### src/hdl/dstb_pkg.sv
package dstb_pkg;

    // Field widths.
    localparam int ELAPSED_W = 16;
    localparam int PERIOD_W  = 20;
    localparam int ACCUM_W   = 21;
    localparam int TRACK_W   = 8;
    localparam int CFG_IDX_W = 2;
    localparam int S_DATA_W  = 16;
    localparam int M_DATA_W  = 24;

    // Register values after reset.
    localparam logic [PERIOD_W-1:0] PERIOD_RESET    = PERIOD_W'(10000);
    localparam logic [TRACK_W-1:0]  MAX_TRACK_RESET = TRACK_W'(74);

    // Configuration register indexes.
    typedef enum logic [CFG_IDX_W-1:0] {
        CFG_PERIOD_A    = 2'd0,
        CFG_PERIOD_B    = 2'd1,
        CFG_MAX_TRACK_A = 2'd2,
        CFG_MAX_TRACK_B = 2'd3
    } t_cfg_idx;

    // State of one stepper channel.
    typedef struct packed {
        logic [ACCUM_W-1:0] accum;
        logic [TRACK_W-1:0] track;
        logic               reverse;
    } t_chan_state;

    // Next state of one channel and whether it stepped.
    typedef struct packed {
        t_chan_state state;
        logic        step;
    } t_chan_next;

    // Result word, last field (step_a) in the lowest bits.
    typedef struct packed {
        logic [TRACK_W-1:0] track_b;
        logic               dir_b;
        logic               step_b;
        logic [TRACK_W-1:0] track_a;
        logic               dir_a;
        logic               step_a;
    } t_result;

    // One item for one channel: unless the period is zero, accumulate, compare, then on a step bounce the head.
    function automatic t_chan_next chan_next(
        input t_chan_state         cur,
        input logic [PERIOD_W-1:0] period,
        input logic [TRACK_W-1:0]  max_track,
        input logic [ELAPSED_W-1:0] elapsed
    );
        t_chan_next         res;
        logic [ACCUM_W-1:0] sum;
        logic               rev;
        res  = '{state: cur, step: 1'b0};
        sum  = cur.accum + ACCUM_W'(elapsed);
        rev  = cur.reverse;
        if (period != '0) begin
            if (sum < ACCUM_W'(period)) begin
                res.state.accum = sum;
            end else begin
                res.step        = 1'b1;
                res.state.accum = '0;
                if (cur.track >= max_track) begin
                    rev = 1'b1;
                end else if (cur.track == '0) begin
                    rev = 1'b0;
                end
                res.state.reverse = rev;
                res.state.track   = rev ? cur.track - TRACK_W'(1)
                                        : cur.track + TRACK_W'(1);
            end
        end
        return res;
    endfunction

endpackage

### src/hdl/dual_stepper_tone_bouncer_top.sv
// An accepted word is registered in the output stage, or in the skid stage on a stall.
// Throughput: one word per cycle while the skid stage is empty; the channel update is one
// accumulate, one compare and one track increment or decrement, done in the cycle of
// acceptance. Reset (synchronous, active low): periods 10000 us, maximum tracks 74,
// accumulators, tracks and directions zero, output and skid stages empty.
module dual_stepper_tone_bouncer_top
    import dstb_pkg::*;
(
    input  logic                 i_clk,
    input  logic                 i_rst_n,
    // Configuration write port.
    input  logic                 i_cfg_we,
    input  logic [CFG_IDX_W-1:0] i_cfg_addr,
    input  logic [PERIOD_W-1:0]  i_cfg_wdata,
    // Input stream.
    input  logic                 s_axis_tvalid,
    output logic                 s_axis_tready,
    input  logic [S_DATA_W-1:0]  s_axis_tdata,  // [15:0] elapsed_us
    // Output stream.
    output logic                 m_axis_tvalid,
    input  logic                 m_axis_tready,
    output logic [M_DATA_W-1:0]  m_axis_tdata   // [0] step_a, [1] dir_a, [9:2] track_a,
                                                // [10] step_b, [11] dir_b,
                                                // [19:12] track_b, [23:20] zero
);

    logic [PERIOD_W-1:0] r_period_a;
    logic [PERIOD_W-1:0] r_period_b;
    logic [TRACK_W-1:0]  r_max_a;
    logic [TRACK_W-1:0]  r_max_b;
    t_chan_state         r_chan_a;
    t_chan_state         r_chan_b;
    t_result             r_out_data;
    logic                r_out_valid;
    t_result             r_skid_data;
    logic                r_skid_valid;

    t_chan_next          w_next_a;
    t_chan_next          w_next_b;
    t_result             w_res;
    logic                w_accept;
    logic                w_out_fire;
    logic [ELAPSED_W-1:0] w_elapsed;

    // Handshakes: the skid stage holds a word when the output stalls.
    assign s_axis_tready = !r_skid_valid;
    assign w_accept      = s_axis_tvalid && s_axis_tready;
    assign w_out_fire    = r_out_valid && m_axis_tready;
    assign w_elapsed     = s_axis_tdata[ELAPSED_W-1:0];

    // Channel updates for the incoming word.
    always_comb begin
        w_next_a      = chan_next(r_chan_a, r_period_a, r_max_a, w_elapsed);
        w_next_b      = chan_next(r_chan_b, r_period_b, r_max_b, w_elapsed);
        w_res.step_a  = w_next_a.step;
        w_res.dir_a   = w_next_a.state.reverse;
        w_res.track_a = w_next_a.state.track;
        w_res.step_b  = w_next_b.step;
        w_res.dir_b   = w_next_b.state.reverse;
        w_res.track_b = w_next_b.state.track;
    end

    // Configuration registers.
    always_ff @(posedge i_clk) begin
        if (!i_rst_n) begin
            r_period_a <= PERIOD_RESET;
            r_period_b <= PERIOD_RESET;
            r_max_a    <= MAX_TRACK_RESET;
            r_max_b    <= MAX_TRACK_RESET;
        end else if (i_cfg_we) begin
            unique case (t_cfg_idx'(i_cfg_addr))
                CFG_PERIOD_A:    r_period_a <= i_cfg_wdata;
                CFG_PERIOD_B:    r_period_b <= i_cfg_wdata;
                CFG_MAX_TRACK_A: r_max_a    <= i_cfg_wdata[TRACK_W-1:0];
                CFG_MAX_TRACK_B: r_max_b    <= i_cfg_wdata[TRACK_W-1:0];
                default: ;
            endcase
        end
    end

    // Channel state advances on every accepted word.
    always_ff @(posedge i_clk) begin
        if (!i_rst_n) begin
            r_chan_a <= '0;
            r_chan_b <= '0;
        end else if (w_accept) begin
            r_chan_a <= w_next_a.state;
            r_chan_b <= w_next_b.state;
        end
    end

    // Output stage and skid stage valid flags.
    always_ff @(posedge i_clk) begin
        if (!i_rst_n) begin
            r_out_valid  <= 1'b0;
            r_skid_valid <= 1'b0;
        end else begin
            if (w_accept) begin
                if (!r_out_valid || w_out_fire) begin
                    r_out_valid <= 1'b1;
                end else begin
                    r_skid_valid <= 1'b1;
                end
            end else if (w_out_fire) begin
                r_out_valid  <= r_skid_valid;
                r_skid_valid <= 1'b0;
            end
        end
    end

    // Output and skid payloads.
    always_ff @(posedge i_clk) begin
        if (w_accept) begin
            if (!r_out_valid || w_out_fire) begin
                r_out_data <= w_res;
            end else begin
                r_skid_data <= w_res;
            end
        end else if (w_out_fire && r_skid_valid) begin
            r_out_data <= r_skid_data;
        end
    end

    assign m_axis_tvalid = r_out_valid;
    assign m_axis_tdata  = {{(M_DATA_W - $bits(t_result)){1'b0}}, r_out_data};

    // A word waits in the skid stage only behind a stalled output word.
    assert property (@(posedge i_clk) disable iff (!i_rst_n)
        r_skid_valid |-> r_out_valid)
        else $error("skid stage holds a word while the output stage is empty");

    // A disabled channel keeps its accumulator.
    assert property (@(posedge i_clk) disable iff (!i_rst_n)
        (w_accept && r_period_a == '0) |=> $stable(r_chan_a.accum))
        else $error("channel A accumulator moved while disabled");

    // A step clears the accumulator.
    assert property (@(posedge i_clk) disable iff (!i_rst_n)
        (w_accept && w_next_b.step) |=> (r_chan_b.accum == '0))
        else $error("channel B accumulator not cleared after a step");

endmodule

### config.mk
export PLATFORM = sky130hd
export DESIGN_NAME = dual_stepper_tone_bouncer_top
export DESIGN_NICKNAME = d
export VERILOG_FILES = /design/src/hdl/dstb_pkg.sv /design/src/hdl/dual_stepper_tone_bouncer_top.sv
export SDC_FILE = /design/constraint.sdc
export NUM_CORES = 1
export LEC_CHECK = 0
export BUFFER_PORTS_ARGS = -buffer_cell sky130_fd_sc_hd__buf_2
export CORE_ASPECT_RATIO = 0.5
export CORE_MARGIN = 4
export CORE_UTILIZATION = 35
export CTS_BUF_LIST = sky130_fd_sc_hd__clkbuf_8
export DETAILED_ROUTE_END_ITERATION = 12
export HOLD_SLACK_MARGIN = 0.08
export PLACE_DENSITY = 0.52
export RECOVER_POWER = 100
export SLEW_MARGIN = 20
export SYNTH_ARGS = -nofsm -noshare
export SYNTH_HDL_FRONTEND = slang
export SYNTH_SLANG_ARGS = --single-unit
export TNS_END_PERCENT = 100
### constraint.sdc
create_clock -name i_clk -period 5.9 [get_ports i_clk]
set_input_delay 0.885 -clock i_clk [delete_from_list [all_inputs] [get_ports i_clk]]
set_output_delay 0.885 -clock i_clk [all_outputs]
set_load 0.01 [all_outputs]
Word-level counts from Yosys, hierarchy flattened

Cells that the tools add are included.

$add $sub $neg: 6
Magnitude comparators: 4
Equality and inequality tests: 5
Muxes and demuxes: 25
Bitwise logic cells: 1
Reduce and logical (&&, ||, !) cells: 23

Operators by type and width:

| kind                                                  | count |
|---|---|
| two-way mux 20 bit                                    | 3 |
| adder 21 x 16 -> 21 bit                               | 2 |
| < comparator 21 x 20 -> 1 bit                         | 2 |
| two-way mux 21 bit                                    | 2 |
| two-way mux 10 bit                                    | 4 |
| nonzero test 20 bit                                   | 2 |
| AND reduction 2 bit                                   | 10 |
| adder 8 x 1 -> 8 bit, second input constant           | 2 |
| greater-or-equal comparator 8 bit                     | 2 |
| logical NOT 8 bit                                     | 2 |
| two-way mux 8 bit                                     | 2 |
| subtractor 8 x 1 -> 8 bit, second input constant      | 2 |
| two-way mux 1 bit                                     | 14 |
| equality test 2 bit, second input constant            | 2 |
| nonzero test 2 bit                                    | 2 |
| logical AND 1 bit                                     | 3 |
| equality test 2 x 1 -> 1 bit, second input constant   | 1 |
| logical NOT 1 bit                                     | 2 |
| logical NOT 2 bit                                     | 1 |
| inequality test 2 x 1 -> 1 bit, second input constant | 1 |
| inequality test 2 bit, second input constant          | 1 |
| logical OR 1 bit                                      | 1 |
| NOT 1 bit                                             | 1 |

Register bits after elaboration: 158
Bits of input ports: 43
Output and inout port bits: 26
Logic and storage cells: 88

Logic depth before layout (Yosys ltp)

Word-level depth: 10
Depth in mapped cells: 21
Gate-level depth less buffers: 19

Worst setup path before layout

No wires, ideal clock.

Path type: input port to flip-flop
From: in s_axis_tdata[0]
To: reg r_out_data (netlist bit m_axis_tdata[1]) (data pin)
Library setup time: 0.260 ns
Arrival time: 4.787 ns
Data required time: 5.640 ns
Setup slack: 0.853 ns
Stages on the path: 20
Path buffers: 1
Cells stage by stage: ha_1 inv_1 fa_1 nand2b_1 a21oi_1 o21a_1 o21ai_0 a21oi_1 mux2i_1 or2_2 ha_1 a211oi_1 o21ai_1 a21oi_1 o41ai_2 a2111oi_4 a31oi_1 buf_6 mux2_4 mux2_2

RTL lines:

| item                 | RTL line                             | RTL |
|---|---|---|
| from (decl)          | dual_stepper_tone_bouncer_top.sv:18  | `input logic [S_DATA_W-1:0] s_axis_tdata,` |
| to (signal assigned) | dual_stepper_tone_bouncer_top.sv:115 | `r_out_data <= w_res;` |
| to (signal assigned) | dual_stepper_tone_bouncer_top.sv:120 | `r_out_data <= r_skid_data;` |
| to (decl)            | dual_stepper_tone_bouncer_top.sv:33  | `t_result r_out_data;` |

Worst setup path in the final report

From: in s_axis_tdata[3]
To: reg r_chan_b[3] (netlist bit)

Word-level cells in the longest chain between the ends: 4

RTL lines:

| item                          | RTL line                            | RTL |
|---|---|---|
| adder 21 x 16 -> 21 bit       | dstb_pkg.sv:58                      | `sum = cur.accum + ACCUM_W'(elapsed);` |
| < comparator 21 x 20 -> 1 bit | dstb_pkg.sv:61                      | `if (sum < ACCUM_W'(period)) begin` |
| two-way mux 10 bit            | dstb_pkg.sv:61                      |  |
| two-way mux 10 bit            | dstb_pkg.sv:60                      | `if (period != '0) begin` |
| to (signal assigned)          | dual_stepper_tone_bouncer_top.sv:88 | `r_chan_b <= w_next_b.state;` |
| to (decl)                     | dual_stepper_tone_bouncer_top.sv:32 | `t_chan_state r_chan_b;` |

No other way between the ends.
A chain may end at the register's enable or synchronous reset.

==> flow_summary.yaml <==
layout:
  final_cell_count_no_fill: 1563
  fraction_of_final_layout_cells_with_drive_strength_greater_than_1_pct: 9.50
  multi_input_comb_area_um2: 5620
  fillerInstances: 2747
  design.final.nets: 1321
  antenna_cells: 0
  final-seq-area_um2: 3560
  area_growth_syn_to_layout_pct: 10.1
synth:
  post-synth-top-area-fraction_pct: 24.3
  most_area_consuming_cells_after_synthesis: "dfxtp_1, ha_1, edfxtp_1"
  library_cells_used_by_synthesis: 65
  synth.yosys.warnings: 0
  netlist_area_um2: 9720
  ys.flop_type: "dfxtp_1"
  yosysSeqAreaShare_pct: 36.7
  netlist_instances: 1123
  synth_async_sr_flop_share_pct: 0
  synth_enable_flop_cells: 40
  synth-seq-cells: 158
  yosysTopAreaCell: "dfxtp_1"
  syn_area_per_cell_um2: 8.65
clock_network:
  ctsResizeCount: 0
  htree_levels: 4
  cts.clk_slew.worst_paths_ns: 0.08
  cts.sink_count: 158
  clk_latency_ns: 0.47
  cts-buffers-inserted: 17
  clock-root-buffer: "clkbuf_8"
  tritoncts: "done"
  cts.hold.buffers_added: 0
  cts.repair_timing.setup_buffer_count: 0
  ctsLongestPathBuffers: 2
run:
  drv.max_cap_violation_count: 1
floorplanning:
  die_height_um: 126
  die_area_um2: 30600
  placeableCoreArea_um2: 26900
  die_width_um: 244
  std_cell_rows: 42
  pin_count: 69
  initial_core_util_pct: 36.2
placed_design:
  port-buffer-count: 64
  gpl.final_weighted_congestion: 0.849
  detailedPlacementHpwl_um: 19600
  dp_cells: 1531
sta:
  report.final.hold_viol_count: 0
  worst_hold_slack_ns: 0.460
  period_minus_ws_final_ns: 5.42
  tns_ns: 0
  max_freq_mhz: 185
  slew_violations: 45
  max_slew_margin_pct: -47.5
  timing.final.crit_share_pct: 91.8
  finalClockSkew_ns: 0.0141
  grt_setup_unrepaired: "no"
  final-setup-viol-count: 0
  worstMarginPinSlew_ns: 2.21
run_status:
  run_status: "complete, but fails checks"
  failed_checks: "max-capacitance violations, max-slew violations"
worst_setup_path:
  startpoint_type: "input port"
  critPathKind: "in2reg"
  arrival_ns: 5.70
  worst-path-max-fanout: 26
  required_ns: 6.18
  crit_path_end_kind: "flip-flop"
pwr:
  p_sw_share_pct: 41.5
  power_share_of_the_clock_group_pct: 20.1
  vdd_drop_max_v: 0.000150
  static_power_due_to_leakage_nw: 4.35
  power.share.sequential_pct: 34.2
  power.net_switching_mw: 1.61
  power_per_cell_area_nw_per_um2: 362
  comb_power_share_pct: 45.7
  cell_internal_power_dissipation_mw: 2.27
drt:
  routed_wire_length_per_instance_um: 16.8
  routed-via-count: 8168
  firstDrtPassIters: 5
  final_antenna_net_count: 0
  drt_wl_total_um: 26300
  remaining_drc_errors: 0
  detail_route.iter0.violations: 557
  drt-vias-per-instance: 5.23
global_route:
  wire_length_of_the_first_global_routing_pass_um: 42200
  pin_count_of_the_biggest_net_entering_global_routing: 49
  antenna_found_initial: 0
  global_route.usage.total_pct: 17.2
  number_of_global_route_vias_before_repair: 7940
  globalRouteOverflowTotal: 0
hold_path:
  worstHoldPathType: "reg2reg"
[power by group through the flow]
stage | Combinational [mW] | Clock (mW) | Sequential, mW
global placement | 1.79 | 0 | 1.35
finish | 1.77 | 0.778 | 1.33
detailed placement | 1.83 | 0 | 1.35
CTS | 1.84 | 0.804 | 1.32
floorplan | 1.35 | 0 | 1.34
global route | 1.99 | 0.854 | 1.34
[placed cells by master, fill, tap and decap left out, types with 5 or more instances in the layout]
cell      instances
dfxtp_1         118
or2_2             6
edfxtp_1         40
xnor2_1          39
nor3_1            7
o21bai_1          9
a22oi_1          16
o211ai_1         31
o21a_1            7
nor2_1           53
mux2_1            8
o21ai_0          45
mux2_2           18
buf_2            38
ha_1             98
clkbuf_8         18
nand4_1           5
clkbuf_1         33
o31ai_1           5
a211oi_1          9
nand3_1          39
nand2b_1          8
a31oi_1           7
a21oi_1         116
inv_1            84
mux2i_1          11
nand2_1         183
nor4_1           15
and3_1            8
a32o_1            5
xor2_1            8
a21o_1           18
nor2b_1           8
buf_4             7
[cells in the mapped netlist, types with 4 or more instances]
master,count
a22oi_1,16
inv_1,82
a21oi_1,117
or2_2,6
o21a_1,7
nand2_1,183
mux2_4,8
nor4_1,15
o21ai_1,5
mux2i_1,11
nor2b_1,8
nor2_1,53
a21o_1,18
xnor2_1,39
o21bai_1,9
xor2_1,8
o21ai_0,45
and3_1,8
fa_1,4
dfxtp_1,118
a211oi_1,9
buf_4,4
a31oi_1,8
mux2_2,18
ha_1,98
edfxtp_1,40
o31ai_1,5
nand2b_1,8
buf_2,4
nor3_1,7
nand4_1,5
or4_1,4
o211ai_1,31
nand3_1,39
clkbuf_1,38
a32o_1,5
[worst paths after layout]
| check | startpoint | to | slack [ns] | depth (start not counted) |
|---|---|---|---|---|
| hold reg to reg | r_chan_b[11] | r_chan_b[11] | 0.46 | 2 |
| setup reg to reg | r_chan_b[12] | r_chan_b[3] | 0.72 | 17 |
| hold / removal | r_chan_b[11] | r_chan_b[11] | 0.46 | 2 |
| setup / recovery | s_axis_tdata[3] | r_chan_b[3] | 0.48 | 18 |
[worst max-delay path, stage by stage]
cell and delay [ns]:
clkbuf_1 0.11, ha_1 0.37, nand3_1 0.11, o211ai_1 0.32, o221a_2 0.30, o211ai_1 0.22
o21ai_0 0.62, nor2b_1 0.24, xnor2_1 0.11, ha_1 0.28, o21ai_0 0.12, a2111o_1 0.38
a21oi_1 0.23, nor3b_1 0.11, mux2_1 0.40, clkbuf_2 0.46, o21ai_0 0.32, a21oi_1 0.11
[registers in the layout, summed over array words and instances, names as in the netlist]
signal         flops
r_chan_a          30
r_skid_valid       1
m_axis_tvalid      1
m_axis_tdata      20
r_period_a        20
r_max_b            8
r_period_b        20
r_chan_b          30
r_max_a            8
r_skid_data       20
[cell families (layout without fill, tap and decap cells)]
kind of cell | count (synthesis) | in the layout | synth area share (%)
AOI/OAI and AO/OA | 293 | 293 | 19.1
xor gates and xnor gates | 47 | 47 | 4.24
adders and majority gates | 102 | 102 | 13.4
buffers and inverters | 131 | 194 | 5.42
DFF | 158 | 158 | 36.7
muxes | 37 | 37 | 4.46
other | 1 | 4 | 0.0386
and+or+nand+nor | 354 | 354 | 16.6
[metrics by stage]
step / utilization, % / setup WS [ns] / power, mW / cell area [um2]
after floorplan: - / 0.853 / 2.69 / 9730
after global placement: 38.9 / 0.247 / 3.13 / 10400
after detailed placement: 38.9 / 0.155 / 3.17 / 10400
after CTS: 40.2 / 0.677 / 3.96 / 10800
after global routing: 39.8 / 0.219 / 4.18 / 10700
final: 39.8 / 0.484 / 3.87 / 10700
[final cells by class]
class                   count  share of cell area, %
clock buffers              18                   2.32
clock inverters            14                   1.09
inverters                  82                   2.88
multi-input cells         837                   52.5
flip-flops and latches    158                   33.3
well taps                 374                   4.37
repair buffers             80                   3.52
[layer usage]
| metal | GRT usage [%] | share of wire (%) | vias to the layer above |
|---|---|---|---|
| met1 | 23.1 | 49 | 3878 |
| met3 | 4.14 | 4.8 | 31 |
| met4 | 4.08 | 1.6 | 0 |
| met2 | 28.3 | 45 | 168 |
| li1 | - | - | 4091 |
| met5 | 0 | 0 | - |
(Power assumes the default switching activity.)
